## src/hdl/dftp_pkg.sv

```systemverilog
// ============================================================================
// Decimal text parser package
// Shared constants, character classes, phase codes, the token and record
// types, and the final exponent combine.
// ============================================================================
package dftp_pkg;

  // Default exponent saturation limit and queue depth.
  localparam int unsigned EXP_LIMIT_DEF   = 9999;
  localparam int unsigned QUEUE_DEPTH_DEF = 2;

  // Field widths.
  localparam int unsigned MANT_W  = 64;
  localparam int unsigned SCALE_W = 16;
  localparam int unsigned EXP_W   = 14;

  // Character codes.
  localparam logic [7:0] CH_ZERO  = 8'h30;
  localparam logic [7:0] CH_NINE  = 8'h39;
  localparam logic [7:0] CH_SPACE = 8'h20;
  localparam logic [7:0] CH_TAB   = 8'h09;
  localparam logic [7:0] CH_MINUS = 8'h2D;
  localparam logic [7:0] CH_PLUS  = 8'h2B;
  localparam logic [7:0] CH_POINT = 8'h2E;
  localparam logic [7:0] CH_E_LO  = 8'h65;
  localparam logic [7:0] CH_E_UP  = 8'h45;

  // Character classes produced by the front end.
  typedef logic [2:0] cls_t;
  localparam cls_t CLS_DIGIT = 3'd0;
  localparam cls_t CLS_BLANK = 3'd1;
  localparam cls_t CLS_MINUS = 3'd2;
  localparam cls_t CLS_PLUS  = 3'd3;
  localparam cls_t CLS_POINT = 3'd4;
  localparam cls_t CLS_EXP   = 3'd5;
  localparam cls_t CLS_OTHER = 3'd6;

  // Parse phases of the back end.
  typedef logic [2:0] phase_t;
  localparam phase_t PH_BLANK = 3'd0;
  localparam phase_t PH_INT   = 3'd1;
  localparam phase_t PH_FRAC  = 3'd2;
  localparam phase_t PH_ESIGN = 3'd3;
  localparam phase_t PH_EDIG  = 3'd4;
  localparam phase_t PH_DONE  = 3'd5;

  // One classified character.
  typedef struct packed {
    cls_t       cls;
    logic [3:0] digit;
    logic       last;
  } tok_t;

  // Parse state, also the raw form of one finished result.
  typedef struct packed {
    logic                      negative;
    logic [MANT_W-1:0]         mantissa;
    logic signed [SCALE_W-1:0] scale;
    logic [EXP_W-1:0]          exp_mag;
    logic                      exp_neg;
    logic                      dropped;
    logic                      saturated;
  } rec_t;

  // Final decimal exponent and its clamp flag.
  typedef struct packed {
    logic signed [SCALE_W-1:0] value;
    logic                      clamped;
  } fin_t;

  // Combine the scale with the signed exponent value and saturate to 16 bits.
  function automatic fin_t finish_exp(input rec_t r);
    logic signed [SCALE_W:0] mag;
    logic signed [SCALE_W:0] sum;
    fin_t                    f;
    mag = signed'({{(SCALE_W + 1 - EXP_W){1'b0}}, r.exp_mag});
    sum = signed'({r.scale[SCALE_W-1], r.scale}) + (r.exp_neg ? -mag : mag);
    f.clamped = r.saturated;
    if (sum > 17'sd32767) begin
      f.value   = 16'sh7FFF;
      f.clamped = 1'b1;
    end else if (sum < -17'sd32768) begin
      f.value   = 16'sh8000;
      f.clamped = 1'b1;
    end else begin
      f.value = sum[SCALE_W-1:0];
    end
    return f;
  endfunction

endpackage

```

## src/hdl/dftp_fifo.sv

```systemverilog
// ============================================================================
// Small register queue
// Fixed-depth queue of flip-flops with push/full and pop/empty sides; the
// head entry is always presented on rdata.
// ============================================================================
module dftp_fifo #(
  parameter int unsigned WIDTH = 1,
  parameter int unsigned DEPTH = 2
) (
  input  logic             clk,
  input  logic             rst_n,
  input  logic             push,
  input  logic [WIDTH-1:0] wdata,
  output logic             full,
  input  logic             pop,
  output logic [WIDTH-1:0] rdata,
  output logic             empty
);

  localparam int unsigned PTR_W = (DEPTH > 1) ? $clog2(DEPTH) : 1;
  localparam int unsigned CNT_W = $clog2(DEPTH + 1);

  logic [WIDTH-1:0] mem_r [DEPTH];
  logic [PTR_W-1:0] wr_ptr_r, wr_ptr_nxt;
  logic [PTR_W-1:0] rd_ptr_r, rd_ptr_nxt;
  logic [CNT_W-1:0] cnt_r, cnt_nxt;
  logic             push_ok;
  logic             pop_ok;

  assign full    = (cnt_r == CNT_W'(DEPTH));
  assign empty   = (cnt_r == '0);
  assign push_ok = push && !full;
  assign pop_ok  = pop && !empty;
  assign rdata   = mem_r[rd_ptr_r];

  // Pointer and count updates with wrap at the queue depth.
  always_comb begin
    wr_ptr_nxt = wr_ptr_r;
    rd_ptr_nxt = rd_ptr_r;
    cnt_nxt    = cnt_r;
    if (push_ok) begin
      wr_ptr_nxt = (wr_ptr_r == PTR_W'(DEPTH - 1)) ? '0 : wr_ptr_r + 1'b1;
    end
    if (pop_ok) begin
      rd_ptr_nxt = (rd_ptr_r == PTR_W'(DEPTH - 1)) ? '0 : rd_ptr_r + 1'b1;
    end
    if (push_ok && !pop_ok) begin
      cnt_nxt = cnt_r + 1'b1;
    end else if (pop_ok && !push_ok) begin
      cnt_nxt = cnt_r - 1'b1;
    end
  end

  always_ff @(posedge clk) begin
    if (!rst_n) begin
      wr_ptr_r <= '0;
      rd_ptr_r <= '0;
      cnt_r    <= '0;
    end else begin
      wr_ptr_r <= wr_ptr_nxt;
      rd_ptr_r <= rd_ptr_nxt;
      cnt_r    <= cnt_nxt;
    end
  end

  // Storage needs no reset.
  always_ff @(posedge clk) begin
    if (push_ok) begin
      mem_r[wr_ptr_r] <= wdata;
    end
  end

endmodule

```

## src/hdl/dftp_front.sv

```systemverilog
// ============================================================================
// Decimal text parser front end
// Accepts one character per beat, classifies it and queues the token for
// the parse engine.
// ============================================================================
module dftp_front #(
  parameter int unsigned QUEUE_DEPTH = dftp_pkg::QUEUE_DEPTH_DEF
) (
  input  logic               clk,
  input  logic               rst_n,
  input  logic [7:0]         in_char_code,
  input  logic               in_end_of_text,
  input  logic               push,
  output logic               full,
  input  logic               tok_pop,
  output dftp_pkg::tok_t     tok,
  output logic               tok_empty
);

  dftp_pkg::tok_t tok_in;
  logic [7:0]     digit_val;

  assign digit_val = in_char_code - dftp_pkg::CH_ZERO;

  // Character classifier.
  always_comb begin
    tok_in.digit = digit_val[3:0];
    tok_in.last  = in_end_of_text;
    if (in_char_code >= dftp_pkg::CH_ZERO && in_char_code <= dftp_pkg::CH_NINE) begin
      tok_in.cls = dftp_pkg::CLS_DIGIT;
    end else if (in_char_code == dftp_pkg::CH_SPACE || in_char_code == dftp_pkg::CH_TAB) begin
      tok_in.cls = dftp_pkg::CLS_BLANK;
    end else if (in_char_code == dftp_pkg::CH_MINUS) begin
      tok_in.cls = dftp_pkg::CLS_MINUS;
    end else if (in_char_code == dftp_pkg::CH_PLUS) begin
      tok_in.cls = dftp_pkg::CLS_PLUS;
    end else if (in_char_code == dftp_pkg::CH_POINT) begin
      tok_in.cls = dftp_pkg::CLS_POINT;
    end else if (in_char_code == dftp_pkg::CH_E_LO || in_char_code == dftp_pkg::CH_E_UP) begin
      tok_in.cls = dftp_pkg::CLS_EXP;
    end else begin
      tok_in.cls = dftp_pkg::CLS_OTHER;
    end
  end

  // Token queue between the front end and the parse engine.
  dftp_fifo #(
    .WIDTH ($bits(dftp_pkg::tok_t)),
    .DEPTH (QUEUE_DEPTH)
  ) u_tok_q (
    .clk   (clk),
    .rst_n (rst_n),
    .push  (push),
    .wdata (tok_in),
    .full  (full),
    .pop   (tok_pop),
    .rdata (tok),
    .empty (tok_empty)
  );

endmodule

```

## src/hdl/dftp_back.sv

```systemverilog
// ============================================================================
// Decimal text parser engine
// Steps the parse FSM one token per cycle (the last token waits for result room),
// accumulates mantissa, scale and exponent, emits the state as a record on it.
// ============================================================================
module dftp_back #(
  parameter int unsigned EXP_LIMIT = dftp_pkg::EXP_LIMIT_DEF
) (
  input  logic           clk,
  input  logic           rst_n,
  input  dftp_pkg::tok_t tok,
  input  logic           tok_empty,
  output logic           tok_pop,
  input  logic           res_full,
  output logic           res_push,
  output dftp_pkg::rec_t res
);

  localparam int unsigned MW = dftp_pkg::MANT_W;
  localparam int unsigned EW = dftp_pkg::EXP_W;
  localparam logic [EW-1:0] LIMIT_E = EW'(EXP_LIMIT);
  localparam logic [EW+3:0] LIMIT_X = (EW + 4)'(EXP_LIMIT);

  dftp_pkg::rec_t   rec_r, rec_nxt;
  dftp_pkg::phase_t phase_r, phase_nxt;
  logic             take_int, take_frac, take_exp;
  logic [MW+3:0]    mant_prod;
  logic [EW+3:0]    exp_prod;
  logic             mant_fits;

  // A token moves when no result is pending or the result queue has room.
  assign tok_pop  = !tok_empty && (!tok.last || !res_full);
  assign res_push = tok_pop && tok.last;
  assign res      = rec_nxt;

  // Times ten plus digit, kept wide to see the carry out.
  assign mant_prod = ({4'b0000, rec_r.mantissa} << 3) + ({4'b0000, rec_r.mantissa} << 1)
                   + {{MW{1'b0}}, tok.digit};
  assign mant_fits = !rec_r.dropped && (mant_prod[MW+3:MW] == 4'b0000);
  assign exp_prod  = ({4'b0000, rec_r.exp_mag} << 3) + ({4'b0000, rec_r.exp_mag} << 1)
                   + {{EW{1'b0}}, tok.digit};

  // Phase transitions and decode of the token into update actions.
  always_comb begin
    phase_nxt = phase_r;
    take_int  = 1'b0;
    take_frac = 1'b0;
    take_exp  = 1'b0;
    rec_nxt   = rec_r;
    unique case (phase_r)
      dftp_pkg::PH_BLANK: begin
        unique case (tok.cls)
          dftp_pkg::CLS_BLANK: phase_nxt = dftp_pkg::PH_BLANK;
          dftp_pkg::CLS_MINUS: begin
            rec_nxt.negative = 1'b1;
            phase_nxt        = dftp_pkg::PH_INT;
          end
          dftp_pkg::CLS_PLUS: phase_nxt = dftp_pkg::PH_INT;
          dftp_pkg::CLS_DIGIT: begin
            take_int  = 1'b1;
            phase_nxt = dftp_pkg::PH_INT;
          end
          dftp_pkg::CLS_POINT: phase_nxt = dftp_pkg::PH_FRAC;
          dftp_pkg::CLS_EXP:   phase_nxt = dftp_pkg::PH_ESIGN;
          default:             phase_nxt = dftp_pkg::PH_DONE;
        endcase
      end
      dftp_pkg::PH_INT: begin
        unique case (tok.cls)
          dftp_pkg::CLS_DIGIT: take_int  = 1'b1;
          dftp_pkg::CLS_POINT: phase_nxt = dftp_pkg::PH_FRAC;
          dftp_pkg::CLS_EXP:   phase_nxt = dftp_pkg::PH_ESIGN;
          default:             phase_nxt = dftp_pkg::PH_DONE;
        endcase
      end
      dftp_pkg::PH_FRAC: begin
        unique case (tok.cls)
          dftp_pkg::CLS_DIGIT: take_frac = 1'b1;
          dftp_pkg::CLS_EXP:   phase_nxt = dftp_pkg::PH_ESIGN;
          default:             phase_nxt = dftp_pkg::PH_DONE;
        endcase
      end
      dftp_pkg::PH_ESIGN: begin
        unique case (tok.cls)
          dftp_pkg::CLS_MINUS: begin
            rec_nxt.exp_neg = 1'b1;
            phase_nxt       = dftp_pkg::PH_EDIG;
          end
          dftp_pkg::CLS_PLUS: phase_nxt = dftp_pkg::PH_EDIG;
          dftp_pkg::CLS_DIGIT: begin
            take_exp  = 1'b1;
            phase_nxt = dftp_pkg::PH_EDIG;
          end
          default: phase_nxt = dftp_pkg::PH_DONE;
        endcase
      end
      dftp_pkg::PH_EDIG: begin
        unique case (tok.cls)
          dftp_pkg::CLS_DIGIT: take_exp  = 1'b1;
          default:             phase_nxt = dftp_pkg::PH_DONE;
        endcase
      end
      default: phase_nxt = dftp_pkg::PH_DONE;
    endcase

    // Mantissa digit: keep it while it fits, otherwise drop it and track scale.
    if (take_int || take_frac) begin
      if (mant_fits) begin
        rec_nxt.mantissa = mant_prod[MW-1:0];
        if (take_frac) begin
          if (rec_r.scale == 16'sh8000) begin
            rec_nxt.saturated = 1'b1;
          end else begin
            rec_nxt.scale = rec_r.scale - 16'sd1;
          end
        end
      end else begin
        rec_nxt.dropped = 1'b1;
        if (take_int) begin
          if (rec_r.scale == 16'sh7FFF) begin
            rec_nxt.saturated = 1'b1;
          end else begin
            rec_nxt.scale = rec_r.scale + 16'sd1;
          end
        end
      end
    end

    // Exponent digit with saturation at the limit.
    if (take_exp) begin
      if (exp_prod > LIMIT_X) begin
        rec_nxt.exp_mag   = LIMIT_E;
        rec_nxt.saturated = 1'b1;
      end else begin
        rec_nxt.exp_mag = exp_prod[EW-1:0];
      end
    end
  end

  // Parse state; the last token of a string returns it to the start.
  always_ff @(posedge clk) begin
    if (!rst_n) begin
      phase_r <= dftp_pkg::PH_BLANK;
      rec_r   <= '0;
    end else if (tok_pop) begin
      if (tok.last) begin
        phase_r <= dftp_pkg::PH_BLANK;
        rec_r   <= '0;
      end else begin
        phase_r <= phase_nxt;
        rec_r   <= rec_nxt;
      end
    end
  end

endmodule

```

## src/hdl/decimal_float_text_parser_unit.sv

```systemverilog
// ============================================================================
// Decimal text parser unit
// Turns a character stream into sign, 64-bit decimal mantissa and exponent.
// ============================================================================
// Usage:
//   Input side is a queue: drive one character and its end_of_text mark with
//   push; the beat is taken when full is low. The character marked end of
//   text closes the string and yields exactly one result; other characters
//   yield none.
//   Result side is a queue: while empty is low the oldest result sits on the
//   out_ ports; pop with empty low takes it.
//   A closing character's result passes through the token queue, then the
//   parse engine into the result queue.
//   Throughput: one character per cycle while the result queue has room, set by
//   the parse engine, which handles one token per cycle with a
//   times-ten-plus-digit add on the mantissa.
//   If the result queue fills because pop stays low, the engine holds the
//   closing token, the token queue fills and full rises; nothing is lost.
//   Reset (rst_n low, synchronous) empties both queues and returns the parse
//   to the leading-blank phase.
// ============================================================================
module decimal_float_text_parser_unit #(
  parameter int unsigned EXP_LIMIT   = dftp_pkg::EXP_LIMIT_DEF,
  parameter int unsigned QUEUE_DEPTH = dftp_pkg::QUEUE_DEPTH_DEF
) (
  input  logic               clk,
  input  logic               rst_n,
  input  logic [7:0]         in_char_code,
  input  logic               in_end_of_text,
  input  logic               push,
  output logic               full,
  output logic               out_negative,
  output logic [63:0]        out_mantissa,
  output logic signed [15:0] out_decimal_exponent,
  output logic               out_inexact,
  output logic               out_exponent_clamped,
  output logic               empty,
  input  logic               pop
);

  dftp_pkg::tok_t tok;
  logic           tok_empty;
  logic           tok_pop;
  dftp_pkg::rec_t res_in;
  dftp_pkg::rec_t res_head;
  logic           res_push;
  logic           res_full;
  dftp_pkg::fin_t fin;

  // Front end: classify and queue characters.
  dftp_front #(
    .QUEUE_DEPTH (QUEUE_DEPTH)
  ) u_front (
    .clk            (clk),
    .rst_n          (rst_n),
    .in_char_code   (in_char_code),
    .in_end_of_text (in_end_of_text),
    .push           (push),
    .full           (full),
    .tok_pop        (tok_pop),
    .tok            (tok),
    .tok_empty      (tok_empty)
  );

  // Parse engine.
  dftp_back #(
    .EXP_LIMIT (EXP_LIMIT)
  ) u_back (
    .clk       (clk),
    .rst_n     (rst_n),
    .tok       (tok),
    .tok_empty (tok_empty),
    .tok_pop   (tok_pop),
    .res_full  (res_full),
    .res_push  (res_push),
    .res       (res_in)
  );

  // Result queue holding raw records.
  dftp_fifo #(
    .WIDTH ($bits(dftp_pkg::rec_t)),
    .DEPTH (QUEUE_DEPTH)
  ) u_res_q (
    .clk   (clk),
    .rst_n (rst_n),
    .push  (res_push),
    .wdata (res_in),
    .full  (res_full),
    .pop   (pop),
    .rdata (res_head),
    .empty (empty)
  );

  // Final exponent combine on the head record.
  assign fin                  = dftp_pkg::finish_exp(res_head);
  assign out_negative         = res_head.negative;
  assign out_mantissa         = res_head.mantissa;
  assign out_decimal_exponent = fin.value;
  assign out_inexact          = res_head.dropped;
  assign out_exponent_clamped = fin.clamped;

endmodule

```

## config.mk

```make
export PLATFORM = sky130hd
export DESIGN_NAME = decimal_float_text_parser_unit
export DESIGN_NICKNAME = d
export VERILOG_FILES = /design/src/hdl/dftp_pkg.sv /design/src/hdl/dftp_fifo.sv /design/src/hdl/dftp_front.sv /design/src/hdl/dftp_back.sv /design/src/hdl/decimal_float_text_parser_unit.sv
export SDC_FILE = /design/constraint.sdc
export NUM_CORES = 1
export LEC_CHECK = 0
export BUFFER_PORTS_ARGS = -buffer_cell sky130_fd_sc_hd__clkbuf_2
export CAP_MARGIN = 20
export CORE_UTILIZATION = 45
export CTS_BUF_LIST = sky130_fd_sc_hd__clkbuf_4 sky130_fd_sc_hd__clkbuf_8 sky130_fd_sc_hd__clkbuf_16
export CTS_CLUSTER_DIAMETER = 100
export DETAILED_ROUTE_END_ITERATION = 12
export GPL_TIMING_DRIVEN = 0
export SETUP_SLACK_MARGIN = 0.15
export SLEW_MARGIN = 20
export SYNTH_ARGS = -nofsm -noshare
export SYNTH_HDL_FRONTEND = slang
export SYNTH_SLANG_ARGS = --single-unit
```

## constraint.sdc

```tcl
create_clock -name clk -period 12.4 [get_ports clk]
set_input_delay 0 -clock clk [delete_from_list [all_inputs] [get_ports clk]]
set_output_delay 0 -clock clk [all_outputs]
set_load 0.1 [all_outputs]
```

==> results.yml, run 1 <==
timing:
  final.setup_skew_ns: 0.0169
  timing.final.crit_period_ns: 7.50
  setup_repair_after_global_routing_missed_its_margin: "no"
  layout_setup_ws_ns: 4.90
  tightest_slew_ns: 1.08
  maxSlewHeadroom_pct: 28.2
  final_number_of_setup_violating_endpoints: 0
  hold_viol_final: 0
  fmaxAchievable_ghz: 0.133
  layout_worst_path_cycle_share_pct: 60.5
  timing.final.max_slew_violations: 0
final_layout:
  drive_gt1_share_pct: 16.2
  area_delta_synth_final_pct: 13.2
  antennaDiodeCount: 0
  finish.net_count: 2318
setup_path:
  critical-path-top-delay-family: "buffers and inverters"
  crit_path_cell_trace: "buf_2, buf_1, clkbuf_1, buf_2, buf_1, mux2i_1, inv_1, ha_1, a21o_1, a21o_1, a21oi_1, o21ai_0, a211oi_1, a211oi_1, o31a_1, nor2_1, xnor2_1, nand2_1, buf_2, a21oi_1, clkbuf_2"
  arrival_ns: 7.50
  maximum_net_fanout_on_the_critical_path: 10
  r2r.worst_path.cells: 18
  critPathMostFrequentCell: "sky130_fd_sc_hd__buf_2"
  critical_path.slowest_cell: "sky130_fd_sc_hd__buf_1"
  crit_path_end_kind: "output pin"
  worst_reg2reg_endpoint: "u_res_q.mem_r[1][95]"
  path_buf_inv: 8
  required_ns: 12.40
  critPathKind: "reg -> out"
  cp_slowest_stage_delay_ns: 0.79
  critical_path.startpoint_type: "flop"
  ff2ff_setup_slack_ns: 6.47
clock_tree:
  cts-htree-levels: 2
  clock_sinks: 323
  post-cts-setup-buffer-count: 0
  hold_buf_count_cts: 12
  clockRootBuffer: "sky130_fd_sc_hd__clkbuf_16"
  max-clock-path-buffers: 3
  cts_tree: "built"
  clkSlewWorstSetupHoldPaths_ns: 0.06
  clk-insertion-delay-late_ns: 0.55
  cts-resized-gates: 0
  tritoncts.num_buffers: 36
route:
  num_vias: 15805
  drc: 0
  drt_pre_antenna_iters: 5
  vias_per_cell: 5.76
  ant_nets: 0
  iteration_0_drc_markers: 1074
  drt-wirelength-per-cell_microns: 19.7
  routed_wl_microns: 54100
yosys:
  postSynthCellCount: 1964
  netlist.top_cell.by_area: "sky130_fd_sc_hd__edfxtp_1"
  synth_top_cells_by_area: "sky130_fd_sc_hd__edfxtp_1, sky130_fd_sc_hd__dfxtp_1, sky130_fd_sc_hd__ha_1, sky130_fd_sc_hd__mux2_2, sky130_fd_sc_hd__a21oi_1"
  synth.distinct_cells: 87
  synth_sequential_area_ratio_pct: 42.3
  synth.cells.most_frequent: "sky130_fd_sc_hd__edfxtp_1, sky130_fd_sc_hd__ha_1, sky130_fd_sc_hd__nand2_1"
  number_of_enable_type_register_cells_in_the_synthesized_netlist: 212
  synth_ff_type: "sky130_fd_sc_hd__edfxtp_1"
  ys_ff_latch: 323
  synth_async_sr_flop_share_pct: 0
  synth_warnings: 0
  synth.top_cell.area_share_pct: 31.3
  postSynthNetCount: 2157
  synthesis.area_per_instance_sq_um: 10.3
  post-synth-top-count-cell: "sky130_fd_sc_hd__edfxtp_1"
  synthesis.area_sq_um: 20300
floorplanning:
  fp_rows: 77
  fp.dieArea_sq_um: 46000
  boundaryPins: 98
  initial_cell_density_of_the_core_pct: 45.7
  die-width_microns: 214
  die_height_microns: 214
  core-area_sq_um: 44400
placement:
  routabilityCongestion: 0.910
  hpwlAfterDp_microns: 41200
  place_ws_ns: 5.49
  port-buffer-count: 97
run:
  max_cap_violations: 0
hold_path:
  hold_class: "in -> reg"
  min-delay-start: "in_char_code[4]"
  min_to: "u_front.u_tok_q.mem_r[1][6]"
  worstHoldPathCells: 3
grt:
  antenna_found_initial: 0
  grt_pass1_vias: 15381
  total_global_route_track_usage_pct: 23.5
  grt_pass1_wl_microns: 85700
  grt_start_max_net_pins: 45
  residual_overflow_from_global_routing: 0
outcome:
  run_status: "finished clean"
## stage by stage
step / hold slack (ns) / instance area [sq um] / cells / utilization, % / TNS (ns)
2_1_floorplan: 0.0989 / 20300 / 1964 / - / 0
3_3_place_gp: 0.204 / 21500 / 2653 / 48.5 / -107.65
3_5_place_dp: 0.207 / 21700 / 2667 / 48.9 / 0
4_1_cts: 0.0121 / 23000 / 2743 / 51.8 / 0
5_1_grt: 0.0794 / 23000 / 2743 / 51.8 / 0
6_report: 0.0323 / 23000 / 2743 / 51.8 / 0
## layout by cell type (no fill, tap or decap), types with 9 or more instances in the layout
master	n
sky130_fd_sc_hd__nor3_1	40
sky130_fd_sc_hd__nand2b_1	24
sky130_fd_sc_hd__xor2_1	48
sky130_fd_sc_hd__clkbuf_2	97
sky130_fd_sc_hd__dfxtp_1	111
sky130_fd_sc_hd__nand4_1	36
sky130_fd_sc_hd__nand3_1	34
sky130_fd_sc_hd__buf_2	16
sky130_fd_sc_hd__o21a_1	13
sky130_fd_sc_hd__and3_1	17
sky130_fd_sc_hd__mux2_1	10
sky130_fd_sc_hd__nor2b_1	13
sky130_fd_sc_hd__a211oi_1	13
sky130_fd_sc_hd__dlygate4sd3_1	12
sky130_fd_sc_hd__o211ai_1	9
sky130_fd_sc_hd__o31ai_1	11
sky130_fd_sc_hd__clkbuf_16	37
sky130_fd_sc_hd__a31oi_1	19
sky130_fd_sc_hd__clkbuf_1	67
sky130_fd_sc_hd__a21o_1	33
sky130_fd_sc_hd__nor4_1	9
sky130_fd_sc_hd__and2_1	16
sky130_fd_sc_hd__a22o_1	70
sky130_fd_sc_hd__nand2_1	153
sky130_fd_sc_hd__xnor2_1	67
sky130_fd_sc_hd__nor2_1	124
sky130_fd_sc_hd__or3_1	13
sky130_fd_sc_hd__ha_1	175
sky130_fd_sc_hd__a21oi_1	147
sky130_fd_sc_hd__o21ai_0	94
sky130_fd_sc_hd__o21bai_1	14
sky130_fd_sc_hd__edfxtp_1	212
sky130_fd_sc_hd__mux2i_1	32
sky130_fd_sc_hd__inv_1	49
sky130_fd_sc_hd__mux2_2	126
sky130_fd_sc_hd__buf_4	11
## flip-flops by register name, summed over array words and instances, names as in the netlist, named ones only
register / count
u_res_q.mem_r: 196
u_back.rec_r: 98
u_front.u_tok_q.mem_r: 16
u_back.phase_r: 3
u_front.u_tok_q.cnt_r: 2
u_res_q.cnt_r: 2
u_front.u_tok_q.rd_ptr_r: 1
u_front.u_tok_q.wr_ptr_r: 1
u_res_q.rd_ptr_r: 1
u_res_q.wr_ptr_r: 1
## layout make-up
type,count,area (sq um)
fill,4039,21400
multi-input combinational,1499,11100
inverter,50,188
sequential,323,8590
clock buffer,48,1030
buffer,92,414
clock inverter,16,155
timing repair buffer,123,751
tap,592,741
## layer usage
metal,GRT usage [%],part of all wire (%),up-vias
met4,5.90,2.2,0
met5,0,0,-
met3,3.83,4.6,65
met1,33.3,48,7644
met2,37.2,45,346
li1,-,-,7750
## how the worst max path moves through the flow
stage / to / slack (ns) / cells after the start
detailed placement: out_decimal_exponent[12] / 5.49 / 21
finish: out_decimal_exponent[7] / 4.90 / 21
global route: out_decimal_exponent[10] / 4.38 / 21
CTS: out_decimal_exponent[12] / 4.88 / 21
global placement: u_res_q.mem_r[0][47] / -1.11 / 5
floorplan: u_res_q.mem_r[0][0] / 3.67 / 5
## worst register-to-register path: stages (launching register included)
cell	delay [ns]
sky130_fd_sc_hd__dfxtp_1	0.30
sky130_fd_sc_hd__buf_2	0.26
sky130_fd_sc_hd__mux2i_1	0.60
sky130_fd_sc_hd__fa_1	0.53
sky130_fd_sc_hd__inv_1	0.11
sky130_fd_sc_hd__ha_1	0.25
sky130_fd_sc_hd__a211oi_1	0.35
sky130_fd_sc_hd__o21bai_1	0.18
sky130_fd_sc_hd__a2111oi_2	0.51
sky130_fd_sc_hd__o31ai_1	0.27
sky130_fd_sc_hd__o2111ai_1	0.25
sky130_fd_sc_hd__nand3b_1	0.12
sky130_fd_sc_hd__xnor2_1	0.24
sky130_fd_sc_hd__nand4_4	0.24
sky130_fd_sc_hd__or2_0	0.26
sky130_fd_sc_hd__buf_2	0.20
sky130_fd_sc_hd__buf_6	0.19
sky130_fd_sc_hd__buf_2	0.21
sky130_fd_sc_hd__o21ai_0	0.58
## logic make-up after synthesis
kind of cell / synth area share [%]
AOI/OAI and AO/OA: 17.0
xor gates and xnor gates: 4.96
adders and majority gates: 11.3
buffers and inverters: 2.96
DFF: 42.3
muxes: 9.11
and+or+nand+nor: 12.4
Power of run 1 is left out: the tool's default activity adds up to more than one toggle a clock period on the data nets, which glitch-free logic cannot reach.
==> run 2, diff against run 1 <==
--- a/config.mk
+++ b/config.mk
@@ -5,6 +5,7 @@
 export SDC_FILE = /design/constraint.sdc
 export NUM_CORES = 1
 export LEC_CHECK = 0
+export ABC_AREA = 1
 export BUFFER_PORTS_ARGS = -buffer_cell sky130_fd_sc_hd__clkbuf_2
 export CAP_MARGIN = 20
 export CORE_UTILIZATION = 45
==> constraint.sdc (replaced) <==
create_clock -name clk -period 6.3 [get_ports clk]
set_input_delay 0 -clock clk [delete_from_list [all_inputs] [get_ports clk]]
set_output_delay 0 -clock clk [all_outputs]
set_load 0.1 [all_outputs]
==> results.yml, run 2 <==
yosys:
  postSynthNetCount: 3159
  synth_top_cells_by_area: "sky130_fd_sc_hd__edfxtp_1, sky130_fd_sc_hd__nand2_1, sky130_fd_sc_hd__dfxtp_1, sky130_fd_sc_hd__ha_1, sky130_fd_sc_hd__inv_1"
  ys_ff_latch: 323
  synth.distinct_cells: 58
  synth_ff_type: "sky130_fd_sc_hd__edfxtp_1"
  synth.cells.most_frequent: "sky130_fd_sc_hd__nand2_1, sky130_fd_sc_hd__inv_1, sky130_fd_sc_hd__nor2_1"
  synth.top_cell.area_share_pct: 27.6
  synth_sequential_area_ratio_pct: 37.2
  number_of_enable_type_register_cells_in_the_synthesized_netlist: 212
  postSynthCellCount: 2966
  synth_async_sr_flop_share_pct: 0
  synth_warnings: 0
  post-synth-top-count-cell: "sky130_fd_sc_hd__nand2_1"
  synthesis.area_per_instance_sq_um: 7.79
  synthesis.area_sq_um: 23100
  netlist.top_cell.by_area: "sky130_fd_sc_hd__edfxtp_1"
grt:
  antenna_found_initial: 2
  grt_start_max_net_pins: 26
  grt_pass1_vias: 19191
  grt_pass1_wl_microns: 102000
  residual_overflow_from_global_routing: 0
  total_global_route_track_usage_pct: 24.4
timing:
  fmaxAchievable_ghz: 0.178
  final_number_of_setup_violating_endpoints: 0
  layout_setup_ws_ns: 0.680
  setup_repair_after_global_routing_missed_its_margin: "no"
  timing.final.crit_period_ns: 5.62
  fin_hold_ws_ns: 0.0411
  tightest_slew_ns: 1.07
  timing.final.max_slew_violations: 0
  final.setup_skew_ns: 0.0262
  maxSlewHeadroom_pct: 28.6
  hold_viol_final: 0
  layout_worst_path_cycle_share_pct: 89.2
final_layout:
  antennaDiodeCount: 0
  finish.net_count: 3312
  num-fill-cells: 4944
  biggest_register: "u_res_q.mem_r"
  area_delta_synth_final_pct: 12.1
  mostFrequentLayoutCells: "sky130_fd_sc_hd__nand2_1, sky130_fd_sc_hd__inv_1, sky130_fd_sc_hd__nor2_1"
  seqCellArea_sq_um: 8590
  multi_input_comb_area_sq_um: 12700
  layout_top_registers: "u_res_q.mem_r (196), u_back.rec_r (98), u_front.u_tok_q.mem_r (16)"
  largest_reg_flops: 196
  most_frequent_standard_cell_in_the_layout_excluding_fill_and_tap_cells: "sky130_fd_sc_hd__nand2_1"
  drive_gt1_share_pct: 15.4
placement:
  routabilityCongestion: 0.940
  hpwlAfterDp_microns: 50900
  place_ws_ns: 1.18
  port-buffer-count: 96
clock_tree:
  clockRootBuffer: "sky130_fd_sc_hd__clkbuf_16"
  hold_buf_count_cts: 11
  tritoncts.num_buffers: 36
  post-cts-setup-buffer-count: 0
  clock_sinks: 323
  max-clock-path-buffers: 3
  clk-insertion-delay-late_ns: 0.56
  cts-resized-gates: 0
  cts-htree-levels: 2
  cts_tree: "built"
  clkSlewWorstSetupHoldPaths_ns: 0.06
floorplanning:
  initial_cell_density_of_the_core_pct: 45.9
  core-area_sq_um: 50400
  fp_rows: 82
  fp.dieArea_sq_um: 52200
  boundaryPins: 98
  die-width_microns: 229
  die_height_microns: 229
power_and_ir_drop:
  power.clock.fraction_pct: 15.4
  net_switching_fraction_of_the_power_pct: 59.4
  switching_power_uw: 8010
  cellInternalPower_uw: 5470
  power.leakage_uw: 0.0120
  seq_power_share_pct: 20.5
  ir_worst_vdd_uv: 2570
  power_frac_comb_pct: 64.1
  power.total_uw: 13500
  power_density_nw_per_um2: 521
setup_path:
  required_ns: 6.30
  maximum_net_fanout_on_the_critical_path: 10
  crit_path_cell_trace: "buf_4, buf_6, buf_6, clkbuf_2, clkbuf_1, o21ai_0, fa_1, inv_1, a21oi_1, o21ai_0, inv_1, nor2_1, a211oi_1, xnor2_2, nand2_2, buf_4, o21ai_1, clkbuf_2"
  critical_path.slowest_cell: "sky130_fd_sc_hd__clkbuf_1"
  path_buf_inv: 9
  arrival_ns: 5.62
  cp_slowest_stage_delay_ns: 0.78
  critPathKind: "reg -> out"
  crit_path_end_kind: "output pin"
  critical_path.startpoint_type: "flop"
  cp.depth: 18
  critical-path-top-delay-family: "buffers and inverters"
  r2r.worst_path.cells: 25
outcome:
  run_status: "finished clean"
route:
  met1_length_microns: 31200
  iteration_0_drc_markers: 1452
  num_vias: 19941
  drt-wirelength-per-cell_microns: 16.7
  met2WireLength_microns: 27200
  dr_wl_met3_microns: 3540
  ant_nets: 0
  vias_per_cell: 5.22
  top_layer_used: "met5"
  drt_pre_antenna_iters: 7
  routed_wl_microns: 63800
  drc: 0
hold_path:
  worstHoldPathCells: 4
  hold_class: "in -> reg"
run:
  max_cap_violations: 0
[run 2: cell types whose count changed after synthesis, moves of 41 or more]
cell / before / now
sky130_fd_sc_hd__nand2_2: 0 / 48
sky130_fd_sc_hd__mux2_2: 126 / 85
sky130_fd_sc_hd__xnor2_1: 67 / 22
sky130_fd_sc_hd__nand2_1: 153 / 853
sky130_fd_sc_hd__a22o_1: 70 / 1
sky130_fd_sc_hd__nand3_1: 34 / 150
sky130_fd_sc_hd__inv_1: 49 / 331
sky130_fd_sc_hd__a21oi_1: 147 / 210
sky130_fd_sc_hd__nor2_1: 124 / 221
[run 2: path summary, 6_finish.rpt]
path                                                from                          end  slack (ns)
worst max-delay path                                flop      out_decimal_exponent[6]        0.68
worst min-delay path                     in_char_code[7]  u_front.u_tok_q.mem_r[0][5]        0.04
worst max register to register                      flop             u_back.rec_r[72]        1.95
worst min register to register  u_front.u_tok_q.rd_ptr_r                         flop        0.45
[run 2: cells by family (layout without fill, tap and decap cells)]
family / after synthesis / in the layout / share of synthesized area, %
adders and majority gates: 180 / 180 / 9.91
xor gates and xnor gates: 93 / 93 / 3.59
buffers and inverters: 448 / 629 / 8.03
and+or+nand+nor: 1417 / 1417 / 26.7
AOI/OAI and AO/OA: 413 / 413 / 10.2
DFF: 323 / 323 / 37.2
muxes: 92 / 92 / 4.45
[run 2: power groups by stage]
stage / combinational, uW / sequential, uW / clock, uW
after floorplan: 6340 / 2850 / 0
after global placement: 8450 / 2900 / 0
after detailed placement: 8660 / 2810 / 0
after CTS: 8680 / 2770 / 2120
after global routing: 9080 / 2800 / 2200
final: 8640 / 2770 / 2070
[run 2: per-layer routing]
metal  global-route usage, %  vias up
li1                        -    10088
met1                    35.0     9290
met2                    37.3      472
met3                    3.58       89
met4                    8.41        2
met5                       0        -
[run 2: cell type report]
| type | instances | share of cell area, % |
|---|---|---|
| plain buffers | 84 | 1.89 |
| clock buffers | 48 | 4.08 |
| clock inverters | 18 | 0.440 |
| inverters | 364 | 5.28 |
| multi-input cells | 2195 | 48.9 |
| flip-flops and latches | 323 | 33.2 |
| well taps | 672 | 3.25 |
| repair buffers | 115 | 2.96 |
[run 2: per-stage QoR]
step | util, % | instances | area, sq um | setup TNS (ns)
finish | 51.4 | 3819 | 25900 | 0
global route | 51.4 | 3819 | 25900 | 0
CTS | 51.4 | 3819 | 25900 | 0
detailed placement | 48.9 | 3742 | 24600 | 0
global placement | 48.5 | 3734 | 24400 | -552.74
floorplan | - | 2966 | 23100 | 0
[run 2: worst register-to-register path, cell delays in order, from the launching register on]
cell and delay (ns):
sky130_fd_sc_hd__dfxtp_1 0.35, sky130_fd_sc_hd__buf_4 0.19, sky130_fd_sc_hd__mux2_2 0.41, sky130_fd_sc_hd__ha_1 0.30
sky130_fd_sc_hd__ha_1 0.26, sky130_fd_sc_hd__fa_1 0.43, sky130_fd_sc_hd__nand2_1 0.08, sky130_fd_sc_hd__nand2_1 0.07
sky130_fd_sc_hd__nand3_1 0.10, sky130_fd_sc_hd__nand2_1 0.12, sky130_fd_sc_hd__nand2_1 0.10, sky130_fd_sc_hd__nand2_2 0.09
sky130_fd_sc_hd__nand2_1 0.09, sky130_fd_sc_hd__nand2_2 0.17, sky130_fd_sc_hd__nand2_2 0.16, sky130_fd_sc_hd__nand2_1 0.08
sky130_fd_sc_hd__nand2_1 0.07, sky130_fd_sc_hd__nand2_1 0.06, sky130_fd_sc_hd__nor2_2 0.19, sky130_fd_sc_hd__nand3_2 0.20
sky130_fd_sc_hd__buf_6 0.23, sky130_fd_sc_hd__buf_4 0.19, sky130_fd_sc_hd__nand2_1 0.08, sky130_fd_sc_hd__nand2_2 0.08
sky130_fd_sc_hd__nand2_1 0.08, sky130_fd_sc_hd__a21oi_2 0.05
No activity file was read; power rests on OpenSTA's default activity.
